$ cat src/hdl/rrb_pkg.sv
// Shared constants, codes and control types for the receive ring buffer.
package rrb_pkg;

  localparam int BUFFER_DEPTH = 64;
  localparam int IDX_W        = (BUFFER_DEPTH > 1) ? $clog2(BUFFER_DEPTH) : 1;
  localparam int CNT_W        = $clog2(BUFFER_DEPTH + 1);
  localparam int CMP_W        = 10;
  localparam int FILL_W       = 7;
  localparam int VALUE_W      = 64;
  localparam int BYTE_W       = 8;
  localparam int NB_W         = 4;

  localparam logic [2:0] OP_PUSH    = 3'd0;
  localparam logic [2:0] OP_READ    = 3'd1;
  localparam logic [2:0] OP_PEEK    = 3'd2;
  localparam logic [2:0] OP_DISCARD = 3'd3;
  localparam logic [2:0] OP_FLUSH   = 3'd4;

  typedef enum logic [4:0] {
    ST_IDLE  = 5'b00001,
    ST_EXEC  = 5'b00010,
    ST_FETCH = 5'b00100,
    ST_DRAIN = 5'b01000,
    ST_DONE  = 5'b10000
  } rrb_state_t;

  typedef struct packed {
    logic load;
    logic exec;
    logic fetch;
    logic finish;
  } rrb_cmd_t;

  typedef struct packed {
    logic need_fetch;
    logic last_fetch;
  } rrb_sts_t;

endpackage

$ cat src/hdl/rrb_if.sv
// Valid/ready channel interfaces for operations in and results out.
interface rrb_in_if;
  logic       valid;
  logic       ready;
  logic [2:0] opcode;
  logic [1:0] size_code;
  logic [7:0] peek_offset;
  logic [7:0] drop_amount;
  logic [7:0] push_byte;
  modport source (output valid, opcode, size_code, peek_offset, drop_amount, push_byte,
                  input ready);
  modport sink   (input valid, opcode, size_code, peek_offset, drop_amount, push_byte,
                  output ready);
endinterface

interface rrb_out_if;
  logic        valid;
  logic        ready;
  logic [63:0] value;
  logic        ok;
  logic [6:0]  fill_level;
  modport source (output valid, value, ok, fill_level, input ready);
  modport sink   (input valid, value, ok, fill_level, output ready);
endinterface

$ cat src/hdl/rx_ring_buffer_be_reader.sv
// Top level of the receive byte ring buffer with big-endian reader.
//
// Usage: one operation enters per transaction on in_ch (push, read, peek,
// discard, flush) and exactly one result leaves per transaction on out_ch
// with the assembled value, an ok flag and the fill level afterwards.
// A transaction is taken when valid and ready are both high at a rising edge.
// Sequencing: the block works on one operation at a time. A push, discard,
// flush, short read or short peek passes from acceptance through the execute
// and done states to the result register; a read or peek also passes through
// the fetch state once per byte and then a drain state, because the bytes
// come one per cycle from the single read port of the byte store.
// The next operation is accepted in the idle state that follows the result
// load, even while that result still waits in the output register.
// Stall: if the receiver holds out_ch.ready low, the finished result of the
// following operation waits inside the block and no further operation is taken.
// Reset (rst_n low, synchronous): indices and fill count go to zero and the
// output register empties; byte store contents are left as they are.
module rx_ring_buffer_be_reader
  import rrb_pkg::*;
(
  input  logic      clk,
  input  logic      rst_n,
  rrb_in_if.sink    in_ch,
  rrb_out_if.source out_ch
);

  rrb_cmd_t cmd;
  rrb_sts_t sts;

  // sequence each transaction
  rrb_ctrl u_ctrl (
    .clk       (clk),
    .rst_n     (rst_n),
    .in_valid  (in_ch.valid),
    .out_ready (out_ch.ready),
    .sts       (sts),
    .cmd       (cmd),
    .in_ready  (in_ch.ready),
    .out_valid (out_ch.valid)
  );

  // hold the bytes, advance the indices and assemble the value
  rrb_dp u_dp (
    .clk            (clk),
    .rst_n          (rst_n),
    .cmd            (cmd),
    .sts            (sts),
    .in_opcode      (in_ch.opcode),
    .in_size_code   (in_ch.size_code),
    .in_peek_offset (in_ch.peek_offset),
    .in_drop_amount (in_ch.drop_amount),
    .in_push_byte   (in_ch.push_byte),
    .out_value      (out_ch.value),
    .out_ok         (out_ch.ok),
    .out_fill_level (out_ch.fill_level)
  );

endmodule

$ cat src/hdl/rrb_ctrl.sv
// Operation sequencer: steps each transaction through execute, fetch and output.
module rrb_ctrl
  import rrb_pkg::*;
(
  input  logic     clk,
  input  logic     rst_n,
  input  logic     in_valid,
  input  logic     out_ready,
  input  rrb_sts_t sts,
  output rrb_cmd_t cmd,
  output logic     in_ready,
  output logic     out_valid
);

  rrb_state_t state_r, state_nxt;
  logic       out_valid_r, out_valid_nxt;
  logic       out_busy;

  assign in_ready  = (state_r == ST_IDLE);
  assign out_valid = out_valid_r;
  assign out_busy  = out_valid_r && !out_ready;

  always_comb begin
    state_nxt = state_r;
    cmd       = '0;
    unique case (state_r)
      ST_IDLE: begin
        if (in_valid) begin
          cmd.load  = 1'b1;
          state_nxt = ST_EXEC;
        end
      end
      ST_EXEC: begin
        cmd.exec  = 1'b1;
        state_nxt = sts.need_fetch ? ST_FETCH : ST_DONE;
      end
      ST_FETCH: begin
        cmd.fetch = 1'b1;
        if (sts.last_fetch) state_nxt = ST_DRAIN;
      end
      ST_DRAIN: state_nxt = ST_DONE;
      ST_DONE: begin
        // hold the result until the output register is free
        if (!out_busy) begin
          cmd.finish = 1'b1;
          state_nxt  = ST_IDLE;
        end
      end
      default: state_nxt = ST_IDLE;
    endcase
  end

  always_comb begin
    out_valid_nxt = out_valid_r;
    priority if (cmd.finish) out_valid_nxt = 1'b1;
    else if (out_ready)      out_valid_nxt = 1'b0;
    else                     out_valid_nxt = out_valid_r;
  end

  always_ff @(posedge clk) begin
    if (!rst_n) begin
      state_r     <= ST_IDLE;
      out_valid_r <= 1'b0;
    end else begin
      state_r     <= state_nxt;
      out_valid_r <= out_valid_nxt;
    end
  end

endmodule

$ cat src/hdl/rrb_dp.sv
// Datapath: byte store, indices, fill count, byte assembly and result register.
module rrb_dp
  import rrb_pkg::*;
(
  input  logic               clk,
  input  logic               rst_n,
  input  rrb_cmd_t           cmd,
  output rrb_sts_t           sts,
  input  logic [2:0]         in_opcode,
  input  logic [1:0]         in_size_code,
  input  logic [7:0]         in_peek_offset,
  input  logic [7:0]         in_drop_amount,
  input  logic [7:0]         in_push_byte,
  output logic [VALUE_W-1:0] out_value,
  output logic               out_ok,
  output logic [FILL_W-1:0]  out_fill_level
);

  logic [BYTE_W-1:0]  mem [BUFFER_DEPTH];

  logic [2:0]         op_r;
  logic [1:0]         size_r;
  logic [7:0]         offset_r;
  logic [7:0]         drop_r;
  logic [7:0]         byte_r;

  logic [IDX_W-1:0]   rd_idx_r, rd_idx_nxt;
  logic [IDX_W-1:0]   wr_idx_r, wr_idx_nxt;
  logic [CNT_W-1:0]   fill_r, fill_nxt;
  logic [IDX_W-1:0]   addr_r, addr_nxt;
  logic [NB_W-1:0]    cnt_r, cnt_nxt;
  logic               ok_r, ok_nxt;
  logic [VALUE_W-1:0] acc_r;
  logic [BYTE_W-1:0]  rdata_r;
  logic               rd_pend_r;

  logic [VALUE_W-1:0] value_r;
  logic               res_ok_r;
  logic [FILL_W-1:0]  res_fill_r;

  logic [NB_W-1:0]    nbytes;
  logic [CMP_W-1:0]   fill_w, start_sum, adv_sum, clamp_drop;
  logic               enough_read, enough_peek, mem_wr;

  function automatic logic [IDX_W-1:0] wrap_inc(input logic [IDX_W-1:0] a);
    return (a == IDX_W'(BUFFER_DEPTH - 1)) ? '0 : a + 1'b1;
  endfunction

  function automatic logic [IDX_W-1:0] wrap_sum(input logic [CMP_W-1:0] s);
    return (s >= CMP_W'(BUFFER_DEPTH)) ? IDX_W'(s - CMP_W'(BUFFER_DEPTH)) : IDX_W'(s);
  endfunction

  assign nbytes      = NB_W'(1) << size_r;
  assign fill_w      = CMP_W'(fill_r);
  assign enough_read = fill_w >= CMP_W'(nbytes);
  assign enough_peek = (CMP_W'(offset_r) + CMP_W'(nbytes)) <= fill_w;
  assign start_sum   = CMP_W'(rd_idx_r) + CMP_W'(offset_r);
  assign clamp_drop  = (CMP_W'(drop_r) > fill_w) ? fill_w : CMP_W'(drop_r);

  assign sts.need_fetch = ((op_r == OP_READ) && enough_read) ||
                          ((op_r == OP_PEEK) && enough_peek);
  assign sts.last_fetch = (cnt_r == NB_W'(1));

  assign mem_wr = cmd.exec && (op_r == OP_PUSH) && (fill_w < CMP_W'(BUFFER_DEPTH));

  always_comb begin
    rd_idx_nxt = rd_idx_r;
    wr_idx_nxt = wr_idx_r;
    fill_nxt   = fill_r;
    addr_nxt   = addr_r;
    cnt_nxt    = cnt_r;
    ok_nxt     = ok_r;
    adv_sum    = '0;
    if (cmd.exec) begin
      ok_nxt = 1'b0;
      unique case (op_r)
        OP_PUSH: begin
          if (mem_wr) begin
            wr_idx_nxt = wrap_inc(wr_idx_r);
            fill_nxt   = fill_r + 1'b1;
            ok_nxt     = 1'b1;
          end
        end
        OP_READ, OP_PEEK: begin
          ok_nxt   = sts.need_fetch;
          addr_nxt = (op_r == OP_READ) ? rd_idx_r : wrap_sum(start_sum);
          cnt_nxt  = nbytes;
        end
        OP_DISCARD: begin
          adv_sum    = CMP_W'(rd_idx_r) + clamp_drop;
          rd_idx_nxt = wrap_sum(adv_sum);
          fill_nxt   = CNT_W'(fill_w - clamp_drop);
          ok_nxt     = 1'b1;
        end
        OP_FLUSH: begin
          rd_idx_nxt = '0;
          wr_idx_nxt = '0;
          fill_nxt   = '0;
          ok_nxt     = 1'b1;
        end
        default: ok_nxt = 1'b0;
      endcase
    end
    if (cmd.fetch) begin
      addr_nxt = wrap_inc(addr_r);
      cnt_nxt  = cnt_r - 1'b1;
    end
    // a read consumes its bytes only once the value has been assembled
    if (cmd.finish && (op_r == OP_READ) && ok_r) begin
      adv_sum    = CMP_W'(rd_idx_r) + CMP_W'(nbytes);
      rd_idx_nxt = wrap_sum(adv_sum);
      fill_nxt   = fill_r - CNT_W'(nbytes);
    end
  end

  always_ff @(posedge clk) begin
    if (!rst_n) begin
      rd_idx_r  <= '0;
      wr_idx_r  <= '0;
      fill_r    <= '0;
      rd_pend_r <= 1'b0;
    end else begin
      rd_idx_r  <= rd_idx_nxt;
      wr_idx_r  <= wr_idx_nxt;
      fill_r    <= fill_nxt;
      rd_pend_r <= cmd.fetch;
    end
  end

  always_ff @(posedge clk) begin
    if (cmd.load) begin
      op_r     <= in_opcode;
      size_r   <= in_size_code;
      offset_r <= in_peek_offset;
      drop_r   <= in_drop_amount;
      byte_r   <= in_push_byte;
    end
    addr_r <= addr_nxt;
    cnt_r  <= cnt_nxt;
    ok_r   <= ok_nxt;
    if (cmd.exec) acc_r <= '0;
    else if (rd_pend_r) acc_r <= {acc_r[VALUE_W-BYTE_W-1:0], rdata_r};
    if (cmd.finish) begin
      value_r    <= acc_r;
      res_ok_r   <= ok_r;
      res_fill_r <= FILL_W'(fill_nxt);
    end
  end

  always_ff @(posedge clk) begin
    if (mem_wr) mem[wr_idx_r] <= byte_r;
    if (cmd.fetch) rdata_r <= mem[addr_r];
  end

  assign out_value      = value_r;
  assign out_ok         = res_ok_r;
  assign out_fill_level = res_fill_r;

endmodule
$ cat src/flat_wrapper.sv
// flat-port wrapper written by rule: the top's interface ports become plain ports
module rx_ring_buffer_be_reader_flat import rrb_pkg::*;
  (clk, rst_n, in_ch_valid, in_ch_opcode, in_ch_size_code, in_ch_peek_offset, in_ch_drop_amount, in_ch_push_byte, in_ch_ready, out_ch_valid, out_ch_value, out_ch_ok, out_ch_fill_level, out_ch_ready);
  rrb_in_if in_ch_i ();
  rrb_out_if out_ch_i ();
  input  logic clk;
  input  logic rst_n;
  input wire logic [$bits(in_ch_i.valid)-1:0] in_ch_valid;
  input wire logic [$bits(in_ch_i.opcode)-1:0] in_ch_opcode;
  input wire logic [$bits(in_ch_i.size_code)-1:0] in_ch_size_code;
  input wire logic [$bits(in_ch_i.peek_offset)-1:0] in_ch_peek_offset;
  input wire logic [$bits(in_ch_i.drop_amount)-1:0] in_ch_drop_amount;
  input wire logic [$bits(in_ch_i.push_byte)-1:0] in_ch_push_byte;
  output wire logic [$bits(in_ch_i.ready)-1:0] in_ch_ready;
  output wire logic [$bits(out_ch_i.valid)-1:0] out_ch_valid;
  output wire logic [$bits(out_ch_i.value)-1:0] out_ch_value;
  output wire logic [$bits(out_ch_i.ok)-1:0] out_ch_ok;
  output wire logic [$bits(out_ch_i.fill_level)-1:0] out_ch_fill_level;
  input wire logic [$bits(out_ch_i.ready)-1:0] out_ch_ready;
  assign in_ch_i.valid = in_ch_valid;
  assign in_ch_i.opcode = in_ch_opcode;
  assign in_ch_i.size_code = in_ch_size_code;
  assign in_ch_i.peek_offset = in_ch_peek_offset;
  assign in_ch_i.drop_amount = in_ch_drop_amount;
  assign in_ch_i.push_byte = in_ch_push_byte;
  assign in_ch_ready = in_ch_i.ready;
  assign out_ch_valid = out_ch_i.valid;
  assign out_ch_value = out_ch_i.value;
  assign out_ch_ok = out_ch_i.ok;
  assign out_ch_fill_level = out_ch_i.fill_level;
  assign out_ch_i.ready = out_ch_ready;
  rx_ring_buffer_be_reader u_core (.clk(clk), .rst_n(rst_n), .in_ch(in_ch_i), .out_ch(out_ch_i));
endmodule
$ cat config.mk
export PLATFORM = sky130hd
export DESIGN_NAME = rx_ring_buffer_be_reader_flat
export DESIGN_NICKNAME = d
export VERILOG_FILES = /design/src/hdl/rrb_pkg.sv /design/src/hdl/rrb_if.sv /design/src/hdl/rx_ring_buffer_be_reader.sv /design/src/hdl/rrb_ctrl.sv /design/src/hdl/rrb_dp.sv /design/src/flat_wrapper.sv
export SDC_FILE = /design/constraint.sdc
export NUM_CORES = 1
export LEC_CHECK = 0
export ABC_AREA = 0
export BUFFER_PORTS_ARGS = -buffer_cell sky130_fd_sc_hd__buf_2
export CAP_MARGIN = 5
export CELL_PAD_IN_SITES_DETAIL_PLACEMENT = 1
export CELL_PAD_IN_SITES_GLOBAL_PLACEMENT = 1
export CORE_MARGIN = 4
export CORE_UTILIZATION = 44
export DETAILED_ROUTE_END_ITERATION = 12
export GPL_TIMING_DRIVEN = 0
export PLACE_DENSITY_LB_ADDON = 0.1
export SLEW_MARGIN = 20
export SYNTH_ARGS = -nofsm -noshare
export SYNTH_HDL_FRONTEND = slang
export SYNTH_SLANG_ARGS = --single-unit
$ cat constraint.sdc
create_clock -name clk -period 4.55 [get_ports clk]
set_input_delay 0.455 -clock clk [delete_from_list [all_inputs] [get_ports clk]]
set_output_delay 0.455 -clock clk [all_outputs]
set_load 0.005 [all_outputs]
### Yosys cells after proc, flatten, opt, wreduce, memory -nomap -nowiden

Memory sizes are Yosys's and may differ from the RTL's. A register that Yosys moved wholly into a read port is not among the register bits.
Index checks and enable logic that the tools add are counted.

* register bits after elaboration: 202
* RAM bits: 512
* memories: 1
* word-level logic and storage cells: 116
* bits of input ports: 33

* reduce and logical (&&, ||, !) cells: 22
* add/sub/neg operators: 13
* shift operators: 1
* muxes and demuxes: 38
* equality and inequality tests: 16
* $lt $le $gt $ge: 7

Memory list
* u_core.u_dp.mem: depth 64, width 8, rd ports 1, clocked after Yosys merged registers in 1, wr ports 1, line rrb_dp.sv:19 `logic [BYTE_W-1:0] mem [BUFFER_DEPTH];`

Operator list (number)
* 6-bit 2-to-1 mux: 12
* 5-bit case mux with 5 select lines: 1
* 6-bit case mux with 2 select lines: 2
* 7-bit 2-to-1 mux: 3
* 7-bit case mux with 3 select lines: 1
* 5-bit 2-to-1 mux: 4
* 6-bit by 8-bit adder with 9-bit output: 2
* 9-bit by 7-bit >= comparator with 1-bit output, second input constant: 2
* 6-bit by 1-bit subtractor with 6-bit output, second input constant: 3
* 6-bit by 1-bit adder with 6-bit output, second input constant: 2
* 6-bit equality test, second input constant: 2
* 4-bit 2-to-1 mux: 3
* 1-bit 2-to-1 mux: 10
* 2-bit nonzero test: 5
* 8-bit by 4-bit adder with 9-bit output: 1
* 9-bit by 7-bit less-or-equal comparator with 1-bit output: 1
* 8-bit by 7-bit > comparator with 1-bit output: 1
* 8-bit 2-to-1 mux: 1
* 6-bit by 4-bit adder with 7-bit output: 1
* 7-bit by 1-bit adder with 7-bit output, second input constant: 1
* 7-bit by 4-bit >= comparator with 1-bit output: 1
* 7-bit >= comparator, second input constant: 1
* 1-bit logical AND: 7
* 7-bit less-than comparator, second input constant: 1
* other kinds (23): 29

### Logic depth before layout (Yosys ltp)

* word-level depth: 8
* depth in mapped cells: 17
* depth with buffers taken out: 16

### Modules after synthesis

From an unflattened synthesis, not the netlist that was laid out.

* cell total of the unflattened synthesis: 1768
* area, all modules: 29269.3 sq um

Modules (own cells, without submodules)
* rrb_dp: cells an instance 1730, times used 1, area each 28939.0 sq um
* rrb_ctrl: cells an instance 38, times used 1, area each 330.3 sq um

### Worst setup path before layout

OpenSTA, ideal clock, no wires.

* path kind: register -> register
* start point: reg u_core.u_ctrl.state_r[1]
* end point: reg u_core.u_dp.res_fill_r[0], in the netlist u_core.u_dp.out_fill_level[0] (enable)
* buffers on the path: 0
* cell stages (with the launch flop): 4
* setup slack: 0.240 ns
* clock period less this slack: 4.310 ns
* data arrival time: 3.807 ns
* data required time: 4.047 ns
* path through: dfxtp_1 -> nor3_1 -> nand2_1 -> nor2_1

RTL lines
* start: declaration: line rrb_ctrl.sv:15 `rrb_state_t state_r, state_nxt;`
* start signal: assignment: line rrb_ctrl.sv:65 `state_r <= state_nxt;`
* end signal: assignment: line rrb_dp.sv:146 `res_fill_r <= FILL_W'(fill_nxt);`
* end: declaration: line rrb_dp.sv:39 `logic [FILL_W-1:0] res_fill_r;`

### Final worst setup path

* start point: reg u_core.u_dp.fill_r[4]
* end point: reg u_core.u_dp.res_fill_r[6], in the netlist u_core.u_dp.out_fill_level[6], data pin

* cells in the longest elaborated chain, start to end: 6
* elaborated cells on any way between the ends: 11
* classes of those cells: 3 x add/sub; 2 x order compare; 5 x mux; 1 x reduce/logical

RTL lines
* start: declaration: line rrb_dp.sv:29 `logic [CNT_W-1:0] fill_r, fill_nxt;`
* start signal: assignment: line rrb_dp.sv:125 `fill_r <= fill_nxt;`
* 8-bit by 7-bit > comparator with 1-bit output or 7-bit less-than comparator (tied branches): line rrb_dp.sv:58, rrb_dp.sv:64
* 8-bit 2-to-1 mux or 1-bit logical AND (tied branches): line rrb_dp.sv:58, rrb_dp.sv:64
* 7-bit subtractor or 7-bit 2-to-1 mux (tied branches): line rrb_dp.sv:92, rrb_dp.sv:78
* 7-bit case mux with 3 select lines: line rrb_dp.sv:76 `unique case (op_r)`
* 7-bit 2-to-1 mux: line rrb_dp.sv:74 `if (cmd.exec) begin`
* 7-bit 2-to-1 mux (*): line rrb_dp.sv:109 `if (cmd.finish && (op_r == OP_READ) && ok_r) begin`
* named net u_core.u_dp.fill_nxt[6]: line rrb_dp.sv:29

Mark *: on every way through the listed nets, which the timed path passes. The rest lies on a longest branch.
A chain may end at the register's enable or synchronous reset.

==> impl_metrics.json <==
{
  "outcome": "complete, no violations",
  "cts.sinks": 722,
  "cp-start-kind": "flop",
  "end_kind": "flop",
  "rows": 93,
  "finalSetupViolCount": 0,
  "synth.distinct_cells": 73,
  "max-vdd-ir-drop_mv": 0.311,
  "hold_viol": 0,
  "clk_transition_reported_paths_ns": 0.06,
  "use_met2_pct": 34.5,
  "p_leak_nw": 11.4,
  "clockBufferDepth": 3,
  "crit_start": "u_core.u_dp.fill_r[4]$_SDFF_PN0_",
  "grtUsageMet3_pct": 4.04,
  "syn2layout_area_growth_pct": 16.6,
  "die-height_um": 265,
  "drc": 0,
  "numCtsBuffers": 76,
  "drive_above_1_share_pct": 19.0,
  "synth_nets": 1841,
  "yosysWarningCount": 0,
  "ys_seq_area_share_pct": 71.5,
  "finalCritPeriodShare_pct": 93.7,
  "track_usage_pct": 20.9,
  "r2r_start": "u_core.u_dp.fill_r[4]$_SDFF_PN0_",
  "cts_root_buf": "clkbuf_16",
  "clk_latency_ns": 0.63,
  "gp_congestion": 0.874,
  "fmax_mhz": 235,
  "start_util_pct": 44.8,
  "min_from": "in_ch_push_byte[1]",
  "maxCapViolations": 0,
  "fin_cells": 2916,
  "min_path_cells": 1,
  "antenna_found_initial": 0,
  "wire_per_inst_um": 25.2,
  "cts_max_level": 3,
  "dp.cells": 2746,
  "io_buffers": 106,
  "firstDrtPassIters": 5,
  "worst_pin_slew_ns": 1.04,
  "r2r_slack_ns": 0.29,
  "grt_busiest_layer": "met2",
  "synth_edf_count": 632,
  "die_x_um": 265,
  "num_antenna_cells": 0,
  "drt_iter0_markers": 1321,
  "grt_max_degree": 31,
  "worstHoldEndpoint": "u_core.u_dp.byte_r[1]$_DFFE_PP_",
  "wirelength_um": 73600,
  "finalPower_mw": 14.6,
  "worst-path-max-fanout": 9,
  "grt_pass1_wl_um": 110000,
  "cts_tree": "done",
  "overflow": 0,
  "powerDensity_nw_per_um2": 430,
  "dp_hpwl_um": 51700,
  "crit_required_ns": 5.04,
  "via_per_inst": 5.64,
  "synth_flop_cell": "edfxtp_1",
  "synth_area_leaders": "edfxtp_1 (65%), mux4_2 (7.4%), dfxtp_1 (6.2%), mux2i_1 (4.5%), nor2_1 (2.2%)",
  "ff2ff_path_depth": 16,
  "period_minus_slack_ns": 4.26,
  "postSynthAreaPerCell_sq_um": 16.5,
  "final_max_slew_viol_count": 0,
  "syn_inst": 1759,
  "antenna_left": 0,
  "netlist_area_sq_um": 29100,
  "num_vias": 16457,
  "core_area_sq_um": 64900,
  "synth_top_area_share_pct": 65.3,
  "arrival_ns": 4.75,
  "met1_usage_pct": 28.5,
  "synth-seq-cells": 722,
  "min_path_type": "primary input to flop",
  "fin_skew_ns": 0.0252,
  "synthArstFlopShare_pct": 0,
  "fin_nets": 2081,
  "final_util_pct": 52.2,
  "crit-reg2reg-capture": "u_core.u_dp.out_fill_level[6]$_DFFE_PP_",
  "synth.largest_area_cell": "edfxtp_1",
  "grt_pass1_vias": 17267,
  "path_class": "flop to flop",
  "pin_count": 107,
  "dieArea_sq_um": 70200,
  "slew-limit-headroom_pct": 30.3
}
worst max-delay path, stage by stage, from the launching register on:
cell,delay [ns]
dfxtp_1,0.33
clkbuf_2,0.23
inv_1,0.16
ha_1,0.34
nand4_1,0.14
o21bai_1,0.22
a31oi_4,0.33
buf_4,0.18
mux2_2,0.36
inv_1,0.07
ha_1,0.27
and3_1,0.20
a221oi_2,0.38
a2bb2oi_1,0.22
o21ai_0,0.13
a2111oi_2,0.41
or2_1,0.18
synthesized netlist by cell type, types with 4 or more instances:
master    number
nor3_1        24
a211oi_1       5
o22ai_1       29
nor2_1       168
mux2i_1      130
xor2_1        16
dfxtp_1       90
o21a_1         5
nand2b_1      13
a221oi_1       7
mux2_2         4
edfxtp_1     632
fa_1           4
a21o_1         6
o211ai_1       4
nor4_1         5
nand4_1        7
and3_1         5
buf_1         14
nand2_1       53
inv_1         34
clkbuf_1      45
o21ai_0       35
mux4_2        96
and2_1         8
nor2b_1       13
or2_2          4
buf_2         24
xnor2_1       18
a21oi_1       62
a31oi_1       16
o221ai_1      32
a22oi_1       33
nand3_1       16
ha_1          45
layout by cell type, fill, tap and decap left out, drive strengths merged, types with 5 or more instances in the layout:
cell / instances
a22oi: 33
o21a: 5
a21oi: 62
nand4: 7
a31oi: 17
nand2b: 13
inv: 36
a221oi: 7
o21ai: 37
clkbuf: 151
xnor2: 18
and3: 5
o22ai: 29
edfxtp: 632
nand3: 16
clkinv: 29
buf: 178
a211oi: 7
ha: 45
xor2: 16
dfxtp: 90
nor2b: 14
nor2: 169
o221ai: 32
nor4: 5
mux2i: 130
a21o: 6
and2: 9
mux4: 96
nor3: 25
or2: 5
nand2: 55
dlygate4sd3: 27
layout make-up:
type	count	area [sq um]
fillers	6116	31000
flip-flops and latches	722	20800
multi-input cells	914	7800
clock buffers	107	2150
repair buffers	163	1330
well taps	855	1070
plain buffers	86	377
clock inverters	33	239
inverters	36	135
worst max-delay path by stage:
stage                                              endpoint  cells past startpoint
floorplan           u_core.u_dp.out_fill_level[0]$_DFFE_PP_                      3
global placement        u_core.u_dp.out_value[48]$_DFFE_PP_                      3
detailed placement  u_core.u_dp.out_fill_level[6]$_DFFE_PP_                     14
CTS                 u_core.u_dp.out_fill_level[6]$_DFFE_PP_                     17
global route        u_core.u_dp.out_fill_level[6]$_DFFE_PP_                     17
finish              u_core.u_dp.out_fill_level[6]$_DFFE_PP_                     16
cells by family after synthesis:
family,count (synthesis),share of synthesized area (%)
flip-flops,722,71.5
adder cells (fa/ha/maj),49,2.21
AND/OR/NAND/NOR,338,5.37
buffers and inverters,123,1.77
multiplexers,230,12.1
XOR/XNOR,34,1.02
AO/OA/AOI/OAI,263,6.06
layer usage:
| layer | vias up | routed length, um |
|---|---|---|
| met3 | 126 | 3850 |
| met5 | - | 0 |
| met1 | 8487 | 31900 |
| met4 | 0 | 2140 |
| met2 | 429 | 35700 |
| li1 | 7415 | - |
through the flow:
stage	area (sq um)	setup TNS, ns	hold slack (ns)	worst slack, ns
3_3_place_gp	30700	-71.09	0.413	-0.989
2_1_floorplan	29100	0	0.408	0.240
6_report	33900	0	0.0383	0.286
5_1_grt	33900	-0.0223	0.00867	-0.0223
3_5_place_dp	31200	-0.783	0.417	-0.425
4_1_cts	33800	0	0.00738	0.106
where the power goes:
group	total [mW]	switching, mW	internal, mW
registers	7.48	0.0839	7.40
logic	1.13	0.700	0.435
clock network	5.97	2.54	3.43
what timing repair did:
item / 4_1_cts / 5_1_grt
endpoints found under the hold margin: 27 / 0
setup buffers: 0 / 4
setup endpoints to repair: 2 / 2
resized for setup: 6 / 1
hold buffers: 27 / 0
state kept, by name (all words and copies together), names as in the netlist, 6 cells and up:
| signal | flops |
|---|---|
| u_core.u_dp.acc_r | 64 |
| u_core.u_dp.addr_r | 6 |
| u_core.u_dp.byte_r | 8 |
| u_core.u_dp.drop_r | 8 |
| u_core.u_dp.fill_r | 7 |
| u_core.u_dp.mem | 512 |
| u_core.u_dp.offset_r | 8 |
| u_core.u_dp.out_fill_level | 7 |
| u_core.u_dp.out_value | 64 |
| u_core.u_dp.rd_idx_r | 6 |
| u_core.u_dp.rdata_r | 8 |
| u_core.u_dp.wr_idx_r | 6 |
No activity file was read; power rests on OpenSTA's default activity.
